File: src/hw/rtl/assert_macros.svh
// Assertion macros used by the RTL top level.
`ifndef ASSERT_MACROS_SVH
`define ASSERT_MACROS_SVH

// Same-cycle implication, disabled while reset is asserted.
`define ASSERT_IMPL(label, clk, rst_n, ante, cons) \
	label: assert property (@(posedge clk) disable iff (!(rst_n)) (ante) |-> (cons)) \
		else $error("assertion failed");

// Next-cycle implication, disabled while reset is asserted.
`define ASSERT_NEXT(label, clk, rst_n, ante, cons) \
	label: assert property (@(posedge clk) disable iff (!(rst_n)) (ante) |=> (cons)) \
		else $error("assertion failed");

`endif

File: src/hw/rtl/nwc_pkg.sv
// Package with shared types and constants of the necklace word classifier.
package nwc_pkg;

	localparam int DEFAULT_MAX_LENGTH = 16;
	localparam int RESET_LENGTH       = 16;
	localparam int CFG_W              = 5;

	typedef enum logic [1:0] {
		STATUS_KEPT    = 2'd0,
		STATUS_ROTATED = 2'd1,
		STATUS_VANISH  = 2'd2
	} status_t;

	// Running verdict that travels down the rotation chain with each word.
	typedef struct packed {
		logic smallest;
		logic found;
		logic low_par;
		logic pre_par;
		logic tot_par;
	} nwc_flags_t;

endpackage

File: src/hw/rtl/nwc_cell.sv
// One rotation cell: rotates the word by one more place and updates the verdict.
module nwc_cell #(
	parameter int MAX_LENGTH = 16,
	parameter int LEN_W      = $clog2(MAX_LENGTH + 1),
	parameter int IDX        = 1
) (
	input  logic                   clk,
	input  logic                   arst_n,
	input  logic [LEN_W-1:0]       len,
	input  logic                   in_valid,
	input  logic [MAX_LENGTH-1:0]  in_word,
	input  logic [MAX_LENGTH-1:0]  in_rot,
	input  nwc_pkg::nwc_flags_t    in_flags,
	output logic                   out_valid,
	output logic [MAX_LENGTH-1:0]  out_word,
	output logic [MAX_LENGTH-1:0]  out_rot,
	output nwc_pkg::nwc_flags_t    out_flags
);
	import nwc_pkg::*;

	logic                  active;
	logic [MAX_LENGTH-1:0] rot_nxt;
	nwc_flags_t            flags_nxt;
	logic                  valid_s1;
	logic [MAX_LENGTH-1:0] word_s1;
	logic [MAX_LENGTH-1:0] rot_s1;
	nwc_flags_t            flags_s1;

	// Cells at or beyond the configured length make no comparison; smallest, found and low_par pass through unchanged.
	assign active = LEN_W'(IDX) < len;

	always_comb begin
		rot_nxt = in_rot >> 1;
		for (int b = 0; b < MAX_LENGTH; b++) begin
			if (LEN_W'(b) == len - LEN_W'(1)) begin
				rot_nxt[b] = in_rot[0];
			end
		end
	end

	always_comb begin
		flags_nxt = in_flags;
		// Parity of the low IDX bits, ready in case IDX turns out to be the period.
		flags_nxt.pre_par = in_flags.pre_par ^ in_word[IDX-1];
		if (active) begin
			if (rot_nxt < in_word) begin
				flags_nxt.smallest = 1'b0;
			end
			if (rot_nxt == in_word && !in_flags.found) begin
				flags_nxt.found   = 1'b1;
				flags_nxt.low_par = flags_nxt.pre_par;
			end
		end
	end

	always_ff @(posedge clk or negedge arst_n) begin
		if (!arst_n) begin
			valid_s1 <= 1'b0;
		end else begin
			valid_s1 <= in_valid;
		end
	end

	always_ff @(posedge clk) begin
		word_s1  <= in_word;
		rot_s1   <= rot_nxt;
		flags_s1 <= flags_nxt;
	end

	assign out_valid = valid_s1;
	assign out_word  = word_s1;
	assign out_rot   = rot_s1;
	assign out_flags = flags_s1;

endmodule

File: src/hw/rtl/necklace_word_classify_top.sv
// Top level of the necklace word classifier: input stage, rotation chain, result stage.
//
// Classifies one word per clock under cyclic rotation. A request is taken when
// start is high and busy is low; busy is high only in the first cycle after
// reset, so a request may be issued in every cycle after that. The result for a
// request appears on status and odd_parity after the input register, the chain
// of MAX_LENGTH - 1 rotation cells (each comparing one rotation of the word) and
// the result register, marked by done for exactly one cycle, in request order.
// The receiver cannot hold results off: done must be sampled whenever it is high.
// word_length is written through the cfg channel (0 means 1, values above
// MAX_LENGTH saturate) and must only change while no request is in flight.
`include "assert_macros.svh"

module necklace_word_classify_top #(
	parameter int MAX_LENGTH = nwc_pkg::DEFAULT_MAX_LENGTH
) (
	input  logic                        clk,
	input  logic                        arst_n,
	input  logic                        start,
	input  logic [MAX_LENGTH-1:0]       word,
	output logic                        busy,
	output logic                        done,
	output logic [1:0]                  status,
	output logic                        odd_parity,
	input  logic                        cfg_valid,
	output logic                        cfg_ready,
	input  logic [nwc_pkg::CFG_W-1:0]   cfg_data
);
	import nwc_pkg::*;

	localparam int LEN_W = $clog2(MAX_LENGTH + 1);
	localparam int CMP_W = (LEN_W > CFG_W) ? LEN_W : CFG_W;
	localparam logic [LEN_W-1:0] LEN_RESET =
		LEN_W'((MAX_LENGTH < RESET_LENGTH) ? MAX_LENGTH : RESET_LENGTH);

	logic                  busy_q;
	logic [LEN_W-1:0]      len_q;
	logic                  accept;
	logic [CMP_W-1:0]      cfg_ext;
	logic [LEN_W-1:0]      len_eff;
	logic [MAX_LENGTH-1:0] word_masked;

	logic                  valid_s0;
	logic [MAX_LENGTH-1:0] word_s0;
	nwc_flags_t            flags_s0;
	nwc_flags_t            flags_init;

	logic                  ch_valid [MAX_LENGTH];
	logic [MAX_LENGTH-1:0] ch_word  [MAX_LENGTH];
	logic [MAX_LENGTH-1:0] ch_rot   [MAX_LENGTH];
	nwc_flags_t            ch_flags [MAX_LENGTH];

	nwc_flags_t            last_flags;
	logic                  low_eff;
	status_t               status_nxt;
	logic                  done_q;
	status_t               status_q;
	logic                  odd_parity_q;

	assign accept    = start && !busy_q;
	assign busy      = busy_q;
	assign cfg_ready = !busy_q;

	always_comb begin
		cfg_ext = CMP_W'(cfg_data);
		if (cfg_ext == CMP_W'(0)) begin
			len_eff = LEN_W'(1);
		end else if (cfg_ext > CMP_W'(MAX_LENGTH)) begin
			len_eff = LEN_W'(MAX_LENGTH);
		end else begin
			len_eff = LEN_W'(cfg_ext);
		end
	end

	always_ff @(posedge clk or negedge arst_n) begin
		if (!arst_n) begin
			busy_q   <= 1'b1;
			len_q    <= LEN_RESET;
			valid_s0 <= 1'b0;
		end else begin
			busy_q   <= 1'b0;
			valid_s0 <= accept;
			if (cfg_valid && cfg_ready) begin
				len_q <= len_eff;
			end
		end
	end

	always_comb begin
		for (int b = 0; b < MAX_LENGTH; b++) begin
			word_masked[b] = word[b] && (LEN_W'(b) < len_q);
		end
		flags_init          = '0;
		flags_init.smallest = 1'b1;
		flags_init.tot_par  = ^word_masked;
	end

	always_ff @(posedge clk) begin
		word_s0  <= word_masked;
		flags_s0 <= flags_init;
	end

	assign ch_valid[0] = valid_s0;
	assign ch_word[0]  = word_s0;
	assign ch_rot[0]   = word_s0;
	assign ch_flags[0] = flags_s0;

	for (genvar j = 1; j < MAX_LENGTH; j++) begin : g_cell
		nwc_cell #(
			.MAX_LENGTH (MAX_LENGTH),
			.LEN_W      (LEN_W),
			.IDX        (j)
		) u_cell (
			.clk       (clk),
			.arst_n    (arst_n),
			.len       (len_q),
			.in_valid  (ch_valid[j-1]),
			.in_word   (ch_word[j-1]),
			.in_rot    (ch_rot[j-1]),
			.in_flags  (ch_flags[j-1]),
			.out_valid (ch_valid[j]),
			.out_word  (ch_word[j]),
			.out_rot   (ch_rot[j]),
			.out_flags (ch_flags[j])
		);
	end

	assign last_flags = ch_flags[MAX_LENGTH-1];

	always_comb begin
		// Without a shorter period the period is the whole word.
		low_eff = last_flags.found ? last_flags.low_par : last_flags.tot_par;
		if (!last_flags.smallest) begin
			status_nxt = STATUS_ROTATED;
		end else if (!last_flags.tot_par && low_eff) begin
			status_nxt = STATUS_VANISH;
		end else begin
			status_nxt = STATUS_KEPT;
		end
	end

	always_ff @(posedge clk or negedge arst_n) begin
		if (!arst_n) begin
			done_q <= 1'b0;
		end else begin
			done_q <= ch_valid[MAX_LENGTH-1];
		end
	end

	always_ff @(posedge clk) begin
		status_q     <= status_nxt;
		odd_parity_q <= last_flags.tot_par;
	end

	assign done       = done_q;
	assign status     = status_q;
	assign odd_parity = odd_parity_q;

	`ASSERT_IMPL(a_latency_fwd, clk, arst_n, accept, ##(MAX_LENGTH + 1) done)
	`ASSERT_IMPL(a_latency_back, clk, arst_n, done, $past(accept, MAX_LENGTH + 1))
	`ASSERT_IMPL(a_vanish_even, clk, arst_n, done && (status == STATUS_VANISH), !odd_parity)

endmodule
File: config.mk
export PLATFORM = sky130hd
export DESIGN_NAME = necklace_word_classify_top
export DESIGN_NICKNAME = d
export VERILOG_FILES = /design/src/hw/rtl/nwc_pkg.sv /design/src/hw/rtl/nwc_cell.sv /design/src/hw/rtl/necklace_word_classify_top.sv
export VERILOG_INCLUDE_DIRS = /design/src /design/src/hw/rtl
export SDC_FILE = /design/constraint.sdc
export NUM_CORES = 1
export LEC_CHECK = 0
export ABC_CLOCK_PERIOD_IN_PS = 2930
export BUFFER_PORTS_ARGS = -buffer_cell sky130_fd_sc_hd__buf_4
export CORE_ASPECT_RATIO = 0.8
export CORE_MARGIN = 2
export CORE_UTILIZATION = 35
export CTS_CLUSTER_SIZE = 8
export DETAILED_ROUTE_END_ITERATION = 7
export GPL_TIMING_DRIVEN = 0
export HOLD_SLACK_MARGIN = 0.08
export PLACE_DENSITY_LB_ADDON = 0.2
export SLEW_MARGIN = 5
export SYNTH_ARGS = -nofsm -noshare
export SYNTH_HDL_FRONTEND = slang
export SYNTH_SLANG_ARGS = --single-unit
File: constraint.sdc
create_clock -name clk -period 2.93 [get_ports clk]
set_input_delay 0.1465 -clock clk [delete_from_list [all_inputs] [get_ports clk]]
set_output_delay 0.1465 -clock clk [all_outputs]
set_load 0.02 [all_outputs]
==> results.txt, run 1 <==
The synthesized netlist devotes about 6.8% of its cell area to compound gates. The critical path is of the reg -> reg type. The post-route clock skew is ~0.024 ns. The detailed-route vias per instance is about 4.7. The final reports fail on negative setup slack. The met2 wirelength from detailed routing came out at ~26,000 um. After Yosys synthesis, full adders, half adders and majority gates account for between 10% and 20% of the synthesized area.

The flow ran to the end, but the final reports show violations. In the synthesized netlist, mux cells make up 12.2% of the area. The met3 layer wire length in the routed design came out at approximately 2500 um.

The wire length of the first global-routing pass is roughly 90,000 um. Summed over all instances, the cell type with the most area after synthesis is sky130_fd_sc_hd__dfxtp_1. After synthesis, the largest family of logic cells by area is adder cells. The number of H-tree levels came out at 3. In this run the worst setup path begins at len_q[4].

The number of nets in the finished design is between 2,000 and 2,500. The first routing iteration left about 740 violations. After synthesis, the cell types taking the most area are sky130_fd_sc_hd__dfxtp_1 (50%), sky130_fd_sc_hd__ha_1 (14%), sky130_fd_sc_hd__mux2_2 (11%), sky130_fd_sc_hd__inv_1 (4.5%), sky130_fd_sc_hd__dfrtp_1 (2.4%).

Synthesis produced a netlist with a net count of 2,138. The tree is rooted in a sky130_fd_sc_hd__clkbuf_16. The number of buffers added by the clock tree synthesis step came out at 80. The leakage dissipation came out at between 10 and 15 nW. For this run, the number of Yosys warnings is 0. The max-slew violation total from the final report was 0. The residual overflow from global routing came out at 0.

Setup repair after global routing could not meet its margin everywhere. The share of the synthesized netlist area taken by xor and xnor gates came out at approximately 1.1%. Cells with a size suffix above 1 make up between 30 and 40% of the layout. The total of buffers placed on input and output ports came out at 30.

For this run, the leading register cell type out of synthesis is sky130_fd_sc_hd__dfxtp_1. The residual antenna-violating net count after detailed routing came out at 0. Before CTS, the worst setup slack after placement is -1.42 ns. The remaining max-slew budget at the tightest pin is 31.0%. The clock slew at the register clock pins of the worst setup and hold paths came out at roughly 0.050 ns.

The routed length on met1 came out at just under 30,000 um. The maximum count of clock buffers along a single path is 3. The worst register-to-register path has a setup slack of -0.15 ns. The placeable core region is slightly above 0.06 mm^2. Summing every instance area after synthesis gives 0.0215 mm^2. The floorplan step set the die height to ~230 um. The via count of the routed design came out at 14,000. Power spread over the standard cell area amounts to 795 mW/mm^2.

In this run, synthesis produced a sequential element count of ~560. The distinct cell type count after synthesis came out at 66. The number of antenna violations at the first check in global routing is 2. The TritonCTS clock tree is built.

The endpoint of the worst setup timing path is g_cell[2].u_cell.out_flags[2]. The number of cells after detailed placement is about 2,700. The library cell used most frequently in the layout, excluding fill and tap cells, is sky130_fd_sc_hd__dfxtp_1.

The die is 281 um wide. The number of iterations in the first detailed-routing pass came out at 6. The worst register-to-register path has a depth of 12. The end of the worst register-to-register path is g_cell[2].u_cell.out_flags[2]. The aggregate routed wire length came out at 59,200 um. The mean cell area of the mapped netlist is 11.5 um^2. After detailed routing, no signal wire sits above met4. The endpoint required time on the critical path is 3.43 ns.

The growth of design area from synthesis to finish came out at 30.3%. The number of hold-slack violations in the final timing report is 0. The worst setup path is launched from a flop. Clock latency on the worst-skew pair, taken at its later pin, is just over 0.6 ns.

The initial core utilization is between 30% and 40%. In the global route stage, overall resource usage came out at between 10% and 20%. Data arrives at the worst endpoint at approximately 3.6 ns. The pin slew with the least headroom to its limit came out at slightly above 1 ns. The count of standard-cell rows came out at between 80 and 90. The residual DRC count came out at 0. The largest net degree at the start of global routing is 22.

For this run, the top clock speed supported by timing is about 320 MHz. The nature of the critical path endpoint is a flop. The worst register-to-register path begins at len_q[4]. The worst hold path belongs to the class in -> reg. The post-layout minimum cycle time came out at around 3.1 ns. Across the run, the number of max-cap violations was 0. The die area came out at 0.0634 mm^2. In the synthesized netlist, the number of instances is 1,873. Routability-driven placement finished with a final weighted congestion of 0.804. The via count of the first global-routing pass is between 10,000 and 15,000. IR analysis of the VDD net gives a maximum drop of 490 uV. The portion of synthesized cell area occupied by the leading cell type is just over 50%. The total number of clock tree sinks is around 560.

31 I/O pins were placed. Yosys mapped a number of flops with a built-in enable equal to 0. After the flow finishes, the layout carries non-filler instances totaling 2,966.

The area fraction in and, or, nand and nor cells after synthesis is between 7 and 8%. The share of flip-flops with an asynchronous set or reset after synthesis came out at just over 4%. The share of the yosys chip area belonging to registers came out at ~53%. The final critical-path setup slack came out at -0.149 ns. The detailed-route wire length per cell is ~20 um. The portion of the clock cycle consumed by the worst path in the final layout came out at 105%. The power after layout is between 20 and 25 mW.

The library cells used most frequently in the layout, excluding fill and tap cells, are sky130_fd_sc_hd__dfxtp_1 (541), sky130_fd_sc_hd__inv_1 (254), sky130_fd_sc_hd__ha_1 (190). Of all nets on the critical path, the largest fanout is 5. The post-DP HPWL came out at around 42,000 um.

The count of endpoints failing setup in the final report came out at 18.
==> repair_timing <==
item | in CTS | in global routing
pin swaps | 100 | 80
endpoints found under the hold margin | 46 | 0
resized for setup | 275 | 85
endpoints found under the setup margin | 54 | 34
hold buffers | 26 | 0
gates cloned | 5 | 0
setup buffers | 92 | 20
==> power by group <==
group | switching [mW] | internal [mW] | total, mW
sequential | 0.619 | 8.84 | 9.46
combinational | 2.37 | 2.14 | 4.52
clock | 3.22 | 5.05 | 8.27
total | 6.22 | 16.0 | 22.3
==> worst max-delay path: stages (launching register included) <==
cell,delay (ns)
sky130_fd_sc_hd__dfstp_2,0.40
sky130_fd_sc_hd__buf_6,0.14
sky130_fd_sc_hd__or3_4,0.41
sky130_fd_sc_hd__nor2_4,0.17
sky130_fd_sc_hd__buf_12,0.15
sky130_fd_sc_hd__buf_12,0.15
sky130_fd_sc_hd__mux2_4,0.33
sky130_fd_sc_hd__ha_4,0.27
sky130_fd_sc_hd__nand4_1,0.11
sky130_fd_sc_hd__nor2_1,0.13
sky130_fd_sc_hd__nand4_1,0.20
sky130_fd_sc_hd__nor2_2,0.18
sky130_fd_sc_hd__mux2_4,0.31
==> stage by stage <==
stage               hold WS (ns)  cell area, um^2  setup TNS [ns]  util (%)
finish                     0.310            28000           -1.19      46.0
CTS                        0.279            27500           -1.03      45.1
detailed placement        0.0706            22800          -48.81      37.4
floorplan                 -0.149            21500               0         -
global placement          0.0634            22800          -49.94      37.4
global route               0.307            28000           -3.89      46.0
==> routing by layer <==
layer	vias up	track usage [%]
li1	6838	-
met1	6784	26.2
met2	240	29.9
met3	101	3.94
met4	0	5.42
met5	-	0
==> cell usage after synthesis, types with 7 or more instances <==
library cell,instances
sky130_fd_sc_hd__mux2_2,218
sky130_fd_sc_hd__dfrtp_1,21
sky130_fd_sc_hd__nor2_1,43
sky130_fd_sc_hd__a21oi_1,66
sky130_fd_sc_hd__a21o_1,47
sky130_fd_sc_hd__nand2_1,38
sky130_fd_sc_hd__nor2b_1,42
sky130_fd_sc_hd__clkbuf_1,16
sky130_fd_sc_hd__inv_1,255
sky130_fd_sc_hd__o21a_1,29
sky130_fd_sc_hd__xnor2_1,9
sky130_fd_sc_hd__o21ai_0,46
sky130_fd_sc_hd__mux2i_1,15
sky130_fd_sc_hd__buf_2,16
sky130_fd_sc_hd__dfxtp_1,541
sky130_fd_sc_hd__ha_1,240
sky130_fd_sc_hd__buf_4,7
sky130_fd_sc_hd__nand3_1,26
sky130_fd_sc_hd__nand2b_1,25
sky130_fd_sc_hd__nand4_1,44
sky130_fd_sc_hd__o31ai_1,7
sky130_fd_sc_hd__and2_1,23
sky130_fd_sc_hd__xor2_1,15
==> worst min path at each step <==
stage / startpoint / end / slack (ns) / cells past startpoint
final: word[15] / word_s0[15] / 0.31 / 3
after global routing: word[2] / word_s0[2] / 0.31 / 3
after CTS: word[6] / word_s0[6] / 0.28 / 3
after detailed placement: arst_n / valid_s0 / 0.07 / 1
after global placement: arst_n / valid_s0 / 0.06 / 1
after floorplan: arst_n / done / -0.15 / 0
==> cells by family (layout without fill, tap and decap cells) <==
kind of cell,Yosys count,count (layout)
flops,564,564
buf+inv,295,556
simple gates,283,283
fa+ha+maj,240,240
mux,234,234
compound gates,230,230
xor+xnor,26,26
other cells,1,3
==> final cells by class <==
cell class	instances	area (um^2)
Clock buffer	90	2120
Inverter	255	961
Tap cell	830	1040
Fill cell	5539	32900
Buffer	39	394
Multi-Input combinational cell	1014	10400
Antenna cell	2	5.00
Timing Repair Buffer	168	1640
Clock inverter	4	72.6
Sequential cell	564	11400
==> sequential cells by signal (all words and copies together) (netlist names) <==
signal / count
odd_parity: 1
len_q: 5
g_cell.u_cell.out_rot: 224
g_cell.u_cell.out_word: 224
word_s0: 16
done: 1
valid_s0: 1
busy: 1
g_cell.u_cell.out_flags: 73
ch_flags: 1
g_cell.u_cell.out_valid: 15
status: 2
Note: power is estimated with default switching activity, not from simulation.
==> run 2, diff against run 1 <==
- ABC_AREA: not set -> 1
==> run 2 against run 1 <==
Compared with the run above:
- the run still ends with negative setup slack left
- area after synthesis decreased by 0.38%
- sequential cell count unchanged
- wire length decreased by 13%
- cell area decreased by 6.6%
- synthesized cell count increased by 25%
- clock power decreased by 1%
- largest power group unchanged
==> results.txt, run 2 <==
The area fraction in and, or, nand and nor cells after synthesis came out at 13.4% (was 7.52%). The residual antenna-violating net count after detailed routing was 0 (unchanged). The compound-cell area share of the yosys netlist is 10.8% (was 6.77%).

The share of the yosys chip area belonging to registers is 53.3% (was 53.1%). The met2 usage in global routing is 25.8% (was 29.9%). The dominant combinational cell family by area after synthesis was adder cells (unchanged). The via count of the routed design came to 15,400 (was 14,000). The wire length of the first global-routing pass came to 80,300 um (was 89,300 um). The number of flops mapped to enable cells by yosys came out at 0 (unchanged). The number of cells after detailed placement was 3,163 (was 2,733).

The via count of the first global-routing pass came to 15,200 (was 14,600). The portion of the clock cycle consumed by the worst path in the final layout came out at 103% (was 105%). The pre-CTS worst setup slack came out at -0.701 ns (was -1.42 ns). The detailed-route wire length per cell came out at 15.5 um (was 20.0 um). The growth of design area from synthesis to finish is 22.2% (was 30.3%). Cell types with the largest area share after synthesis: sky130_fd_sc_hd__dfxtp_1 (51%), sky130_fd_sc_hd__ha_1 (14%), sky130_fd_sc_hd__nand2_1 (7.4%), sky130_fd_sc_hd__inv_1 (6.3%), sky130_fd_sc_hd__o21ai_0 (4.0%) (was sky130_fd_sc_hd__dfxtp_1 (50%), sky130_fd_sc_hd__ha_1 (14%), sky130_fd_sc_hd__mux2_2 (11%), sky130_fd_sc_hd__inv_1 (4.5%), sky130_fd_sc_hd__dfrtp_1 (2.4%)). The total routing resource utilization after global routing came out at 16.5% (was 19.0%). The post-DP HPWL was 40,300 um (was 41,600 um).

The routability-driven placement congestion ratio came out at 0.847 (was 0.804). The number of fill cells in the layout is 5,977 (was 5,539). The endpoint required time on the critical path came out at 3.40 ns (was 3.43 ns). The mean cell area of the mapped netlist was 9.13 um^2 (was 11.5 um^2). Failing checks: negative setup slack (unchanged).

The total number of clock tree sinks is 564 (unchanged). The die boundary height came out at 225 um (was 226 um). The largest net degree at the start of global routing came to 22 (unchanged).

Highest-count cells in the layout ignoring fill and taps: sky130_fd_sc_hd__dfxtp_1 (541), sky130_fd_sc_hd__nand2_1 (405), sky130_fd_sc_hd__inv_1 (360) (was sky130_fd_sc_hd__dfxtp_1 (541), sky130_fd_sc_hd__inv_1 (254), sky130_fd_sc_hd__ha_1 (190)). The origin of the critical flop-to-flop path is len_q[1] (was len_q[4]). The leakage dissipation came out at 12.3 nW (was 12.6 nW).

The nature of the critical path endpoint was a flop (unchanged). The cell area after layout came out at 0.0262 mm^2 (was 0.0280 mm^2). The insertion delay to the later sink of the worst-skew pair came out at 0.58 ns (was 0.62 ns). The largest area contributor in the synthesized netlist is sky130_fd_sc_hd__dfxtp_1 (unchanged). The count of endpoints failing setup in the final report was 7 (was 18). The violation count after the first detailed-routing iteration came out at 735 (unchanged). The cell count after synthesis came out at 2,345 (was 1,873). The total cell area at the placement stage came to 0.0226 mm^2 (was 0.0228 mm^2). The number of H-tree levels came to 3 (unchanged).

The power after layout came out at 21.6 mW (was 22.3 mW). The remaining max-slew budget at the tightest pin was 36.7% (was 31.0%). The kind of start point of the critical path is a flop (unchanged). The pin slew with the least headroom to its limit came out at 0.946 ns (was 1.03 ns). The most frequent cell after synthesis is sky130_fd_sc_hd__dfxtp_1 (unchanged). The footprint of the flip-flops and latches came to 0.0114 mm^2 (unchanged). The warning count from the yosys run is 0 (unchanged). The number of standard cells in the layout, taps in and fillers out is 3,329 (was 2,966). The startpoint of the tightest hold check path is g_cell[5].u_cell.out_flags[0] (was word[15]). The share of flip-flops with an asynchronous set or reset after synthesis is 4.08% (unchanged). The I/O pin count came to 31 (unchanged). The detailed-route vias per instance came out at 4.63 (was 4.71). The worst-case reg-to-reg path depth was 17 (was 12). Status: finished, violations left (unchanged). The number of maximum-capacitance constraint violations is 0 (unchanged). The post-synth design cell area came out at 0.0214 mm^2 (was 0.0215 mm^2). The cell area power density came out at 826 mW/mm^2 (was 795 mW/mm^2). The launching element of the worst setup path is len_q[1] (was len_q[4]). The sum of negative setup slack came out at -0.246 ns (was -1.19 ns). The worst hold margin is 0.322 ns (was 0.310 ns). The highest-utilization routing layer at the global route stage is met2 (unchanged). The portion of synthesized cell area occupied by the leading cell type came out at 50.6% (was 50.4%).

The most common cell after layout, fill and taps aside is sky130_fd_sc_hd__dfxtp_1 (unchanged). The share of the synthesized netlist area taken by xor and xnor gates came out at 0.613% (was 1.13%). The residual DRC count was 0 (unchanged). The critical path class is reg -> reg (unchanged). The post-layout minimum cycle time came to 3.00 ns (was 3.08 ns). The fraction of synthesized area in multiplexers came to 0.146% (was 12.2%). The count of standard-cell rows is 81 (unchanged).

The number of antenna violations at the first check in global routing was 4 (was 2). The post-route clock skew is 0.0198 ns (was 0.0236 ns). The number of stages on the worst hold path came out at 0 (was 3). The number of nets in the finished design came out at 2,792 (was 2,387). The initial core utilization was 35.2% (was 35.3%). The distinct cell type count after synthesis is 53 (was 66). The number of hold-slack violations in the final timing report was 0 (unchanged). The final critical-path setup slack came to -0.0739 ns (was -0.149 ns). The number of iterations in the first detailed-routing pass is 5 (was 6). The max-slew violation total from the final report came out at 0 (unchanged).

The worst ir drop on vdd came to 406 uV (was 490 uV). Commonest cells post-synth: sky130_fd_sc_hd__dfxtp_1 (541), sky130_fd_sc_hd__nand2_1 (422), sky130_fd_sc_hd__inv_1 (361) (was sky130_fd_sc_hd__dfxtp_1 (541), sky130_fd_sc_hd__inv_1 (255), sky130_fd_sc_hd__ha_1 (240)). The number of buffers added by the clock tree synthesis step came out at 80 (unchanged). The primary flip-flop cell chosen by synthesis mapping is sky130_fd_sc_hd__dfxtp_1 (unchanged). The multi-input gate area in the final layout is 0.00883 mm^2 (was 0.0104 mm^2). The arrival time of the worst setup path is 3.47 ns (was 3.58 ns). The global routing met1 resource utilization was 23.1% (was 26.2%). The largest fanout on the critical path came out at 8 (was 5).

The kind of path behind the tightest hold check was reg -> reg (was in -> reg). The adder and majority gate portion of the synthesized area came out at 14.0% (about the same). The TritonCTS clock tree is built (unchanged). The aggregate routed wire length is 51,500 um (was 59,200 um). The maximum count of clock buffers along a single path came to 3 (unchanged). The final cell utilization of the core was 43.0% (was 46.0%). The total of buffers placed on input and output ports came out at 30 (unchanged). The die area is 0.0632 mm^2 (was 0.0634 mm^2).

The residual overflow from global routing is 0 (unchanged). The root buffer cell is sky130_fd_sc_hd__clkbuf_16 (unchanged). The net count after synthesis came out at 2,610 (was 2,138). The placeable core region came out at 0.0608 mm^2 (was 0.0609 mm^2).

The number of register bits inferred by synthesis is 564 (unchanged). The proportion of layout cells with a drive suffix above 1 is 13.7% (was 30.3%). The highest clock rate was 333 MHz (was 325 MHz). RSZ-0062 raised after global routing: yes (unchanged). The met3 usage is 3.07% (was 3.94%). The clock slew at the register clock pins of the worst setup and hold paths came to 0.05 ns (about the same). The floorplan die width came out at 281 um (about the same).
run 2: changes by cell type in the layout (fill, tap and decap cells not counted), moves of 46 or more:
cell	delta
sky130_fd_sc_hd__mux2_4	-62
sky130_fd_sc_hd__ha_1	+48
sky130_fd_sc_hd__mux2_2	-156
sky130_fd_sc_hd__a21oi_1	+54
sky130_fd_sc_hd__inv_1	+106
sky130_fd_sc_hd__ha_4	-47
sky130_fd_sc_hd__a21o_1	-46
sky130_fd_sc_hd__nand2_1	+377
sky130_fd_sc_hd__o21ai_0	+126
sky130_fd_sc_hd__o21ai_1	+92
run 2: logic make-up after synthesis:
kind of cell               count (synthesis)
other                                      1
AOI/OAI and AO/OA                        436
adders and majority gates                240
buffers and inverters                    434
muxes                                      3
DFF                                      564
and+or+nand+nor                          652
xor gates and xnor gates                  15
run 2: metal layers:
layer	up-vias	wire, um
met3	95	2630
met1	7035	25400
met2	299	22200
met4	0	1240
met5	-	0
li1	7975	-
run 2: final cells by class:
class	count	share of cell area, %
antenna	2	0.0191
clock inverter	3	0.210
buffer	63	1.86
multi-input combinational	1347	33.7
timing repair buffer	100	3.26
clock buffer	91	8.13
tap	788	3.77
inverter	371	5.42
sequential	564	43.6
run 2: report_power, final:
group | total [mW] | switching [mW] | leakage (nW) | internal (mW)
registers | 9.32 | 0.436 | 4.80 | 8.88
clock network | 8.17 | 3.06 | 1.07 | 5.11
logic | 4.12 | 2.56 | 6.42 | 1.56
run 2: timing repair:
action                                 CTS  global route
hold buffers                            32             0
pin swaps                               27            56
gates cloned                             0             0
setup buffers                           27            11
gates resized for setup                120           124
setup endpoints to repair               45            37
endpoints found under the hold margin   45             0
run 2: critical path, stage by stage (launching register included):
cell and delay [ns]:
sky130_fd_sc_hd__dfrtp_1 0.37, sky130_fd_sc_hd__buf_6 0.15, sky130_fd_sc_hd__nor2_8 0.18, sky130_fd_sc_hd__xor2_2 0.21, sky130_fd_sc_hd__inv_2 0.09, sky130_fd_sc_hd__nor2_4 0.15
sky130_fd_sc_hd__nand3_4 0.13, sky130_fd_sc_hd__buf_8 0.18, sky130_fd_sc_hd__nand2_4 0.06, sky130_fd_sc_hd__o21ai_4 0.07, sky130_fd_sc_hd__ha_4 0.30, sky130_fd_sc_hd__nand2_4 0.05
sky130_fd_sc_hd__nor2_4 0.12, sky130_fd_sc_hd__nand3b_1 0.19, sky130_fd_sc_hd__nor4_4 0.34, sky130_fd_sc_hd__nand2_1 0.11, sky130_fd_sc_hd__o21ai_1 0.13, sky130_fd_sc_hd__inv_1 0.05
run 2: final timing paths:
check	to	slack, ns
max	g_cell[3].u_cell.out_flags[2]	-0.07
min	g_cell[6].u_cell.out_flags[0]	0.32
max reg2reg	g_cell[3].u_cell.out_flags[2]	-0.07
min reg2reg	g_cell[6].u_cell.out_flags[0]	0.32
max in group asynchronous	len_q[0]	0.93
min in group asynchronous	busy	0.60
==> run 3, diff against run 2 <==
- ABC_CLOCK_PERIOD_IN_PS: 2930 -> 3500
- clock period: 2.93 -> 3.5 ns (I/O delays scaled with it)
==> run 3 against run 2 <==
Compared with the run above:
- the run now ends clean
- clock power is 16% lower
- wire length is 3.2% lower
- power is 18% lower
- hold slack hardly changed
- die area stayed put
- largest power group unchanged
- sequential share of layout area is 1.6 points higher
- clock-buffer cell count stayed put
- non-clock buffer count is 36 lower
- maximum frequency is 6.9% lower
- setup slack better by 0.35 ns
==> results.txt, run 3 (synthesized netlist as in run 2, its figures left out) <==
Status: complete, no violations (was finished, violations left). The aggregate routed wire length came out at 49,900 um (was 51,500 um). The number of antenna violations at the first check in global routing came out at 0 (was 4). The number of maximum-capacitance constraint violations is 0 (unchanged).

The die area came to 0.0632 mm^2 (unchanged). The leakage dissipation came out at 11.9 nW (was 12.3 nW). The number of cells after detailed placement is 3,163 (unchanged). The placeable core region is 0.0608 mm^2 (unchanged). The highest clock rate came out at 310 MHz (was 333 MHz). The via count of the first global-routing pass is 15,100 (was 15,200). The post-route clock skew is 0.0203 ns (was 0.0198 ns).

The proportion of layout cells with a drive suffix above 1 is 8.75% (was 13.7%). The TritonCTS clock tree is built (unchanged). The pin slew with the least headroom to its limit was 0.954 ns (was 0.946 ns). The kind of path behind the tightest hold check is reg -> reg (unchanged). The kind of start point of the critical path was a flop (unchanged). The portion of the clock cycle consumed by the worst path in the final layout is 92.2% (was 103%). The total of buffers placed on input and output ports came to 30 (unchanged). The initial core utilization was 35.2% (unchanged). The most common cell after layout, fill and taps aside is sky130_fd_sc_hd__dfxtp_1 (unchanged). The number of nets in the finished design came out at 2,756 (was 2,792). The residual antenna-violating net count after detailed routing is 0 (unchanged). The wire length of the first global-routing pass came out at 79,200 um (was 80,300 um). The endpoint required time on the critical path is 3.96 ns (was 3.40 ns). The clock slew at the register clock pins of the worst setup and hold paths was 0.05 ns (about the same). The count of standard-cell rows is 81 (unchanged). The violation count after the first detailed-routing iteration came out at 778 (was 735). The count of endpoints failing setup in the final report is 0 (was 7).

The number of buffers added by the clock tree synthesis step is 80 (unchanged). The I/O pin count came to 31 (unchanged). The remaining max-slew budget at the tightest pin is 36.2% (was 36.7%).

The root buffer cell is sky130_fd_sc_hd__clkbuf_16 (unchanged). The number of H-tree levels is 3 (unchanged). The max-slew violation total from the final report came out at 0 (unchanged). The detailed-route wire length per cell came out at 15.2 um (was 15.5 um). The residual DRC count is 0 (unchanged). The maximum count of clock buffers along a single path is 3 (unchanged). The total routing resource utilization after global routing came out at 16.2% (was 16.5%). The die boundary height came to 225 um (unchanged).

The total number of clock tree sinks is 564 (unchanged). The largest net degree at the start of global routing came out at 22 (unchanged). The worst ir drop on vdd came out at 334 uV (was 406 uV). The insertion delay to the later sink of the worst-skew pair is 0.58 ns (about the same). The via count of the routed design came out at 15,100 (was 15,400). The routability-driven placement congestion ratio is 0.847 (unchanged).

The cell area power density was 705 mW/mm^2 (was 826 mW/mm^2). The floorplan die width came out at 281 um (unchanged). The critical path class is reg -> reg (unchanged).

The number of hold-slack violations in the final timing report came out at 0 (unchanged). The largest fanout on the critical path came to 10 (was 8). The arrival time of the worst setup path was 3.69 ns (was 3.47 ns). The power after layout came out at 17.8 mW (was 21.6 mW).

The nature of the critical path endpoint is a flop (unchanged). The post-DP HPWL was 40,300 um (unchanged). The number of standard cells in the layout, taps in and fillers out is 3,292 (was 3,329).

The post-layout minimum cycle time is 3.23 ns (was 3.00 ns). RSZ-0062 raised after global routing: yes (unchanged). The number of iterations in the first detailed-routing pass came out at 6 (was 5).

The residual overflow from global routing is 0 (unchanged). The detailed-route vias per instance came out at 4.60 (was 4.63). The growth of design area from synthesis to finish is 17.8% (was 22.2%). Highest-count cells in the layout ignoring fill and taps: sky130_fd_sc_hd__dfxtp_1 (541), sky130_fd_sc_hd__nand2_1 (422), sky130_fd_sc_hd__inv_1 (361) (was sky130_fd_sc_hd__dfxtp_1 (541), sky130_fd_sc_hd__nand2_1 (405), sky130_fd_sc_hd__inv_1 (360)).
==> run 3: cell types whose count changed in the layout (fill, tap and decap cells not counted), moves of 16 or more <==
| cell | delta |
|---|---|
| sky130_fd_sc_hd__nand2_1 | +17 |
| sky130_fd_sc_hd__nor2_1 | +22 |
| sky130_fd_sc_hd__buf_4 | -36 |
| sky130_fd_sc_hd__nor2_2 | -16 |
| sky130_fd_sc_hd__o21ai_0 | +18 |
==> run 3: path summary, 6_finish.rpt <==
path / cells after the start / end / slack [ns] / from
worst max-delay path: 17 / g_cell[7].u_cell.out_flags[2] / 0.27 / len_q[4]
worst min register to register: 0 / g_cell[6].u_cell.out_flags[0] / 0.32 / g_cell[5].u_cell.out_flags[0]
min in group asynchronous: 3 / busy / 0.63 / arst_n
max in group asynchronous: 4 / len_q[0] / 1.46 / arst_n
worst min-delay path: 0 / g_cell[6].u_cell.out_flags[0] / 0.32 / g_cell[5].u_cell.out_flags[0]
worst max register to register: 17 / g_cell[7].u_cell.out_flags[2] / 0.27 / len_q[4]
==> run 3: stage by stage <==
stage	setup WS, ns	hold WS (ns)	util, %	TNS, ns	cell area [um^2]
final	0.272	0.322	41.5	0	25200
after global routing	-0.00109	0.325	41.5	-0.00109	25200
after CTS	0.00941	0.323	41.4	0	25200
after detailed placement	-0.131	0.0841	37.2	-0.276	22600
after global placement	-0.0809	0.0797	37.2	-0.0973	22600
after floorplan	0.775	-0.121	-	0	21400
==> run 3: final cells by class <==
class                      instances  area [um^2]
fill                            6084        35600
sequential                       564        11400
multi-input combinational       1347         8380
clock buffer                      91         2130
inverter                         371         1400
tap                              788          986
timing repair buffer              65          568
buffer                            62          297
clock inverter                     3         55.1
antenna                            1         2.50
==> run 3: where the power goes <==
group / switching, mW / internal [mW] / total (mW)
combinational: 1.98 / 1.17 / 3.15
sequential: 0.360 / 7.44 / 7.80
clock: 2.56 / 4.28 / 6.84
total: 4.90 / 12.9 / 17.8
==> run 3: layer usage <==
layer	wire length, um	GRT usage (%)	share of wire, %
met5	0	0	0
met4	1120	4.47	2.2
met3	2120	2.76	4.2
met2	21500	25.6	43
met1	25200	22.7	50
==> run 3: critical path, stage by stage (launching register included) <==
cell and delay, ns:
sky130_fd_sc_hd__dfstp_2 0.66, sky130_fd_sc_hd__inv_4 0.16, sky130_fd_sc_hd__nand2_1 0.12, sky130_fd_sc_hd__nand2_2 0.08, sky130_fd_sc_hd__nand3_1 0.10, sky130_fd_sc_hd__inv_2 0.06, sky130_fd_sc_hd__nand2_1 0.15, sky130_fd_sc_hd__buf_4 0.25
sky130_fd_sc_hd__o21ai_1 0.12, sky130_fd_sc_hd__ha_1 0.31, sky130_fd_sc_hd__nand2_1 0.07, sky130_fd_sc_hd__nor2_1 0.17, sky130_fd_sc_hd__nand4_1 0.17, sky130_fd_sc_hd__nor2_1 0.15, sky130_fd_sc_hd__nand4_1 0.11, sky130_fd_sc_hd__or2_2 0.28
sky130_fd_sc_hd__o21ai_0 0.07, sky130_fd_sc_hd__inv_1 0.05
==> run 3: timing repair <==
| action | CTS | global route |
|---|---|---|
| endpoints found under the setup margin | 6 | 15 |
| resized for setup | 2 | 40 |
| buffers inserted | 2 | 1 |
| pin swaps | 0 | 1 |
| hold buffers | 32 | 0 |
| hold endpoints to repair | 45 | 0 |
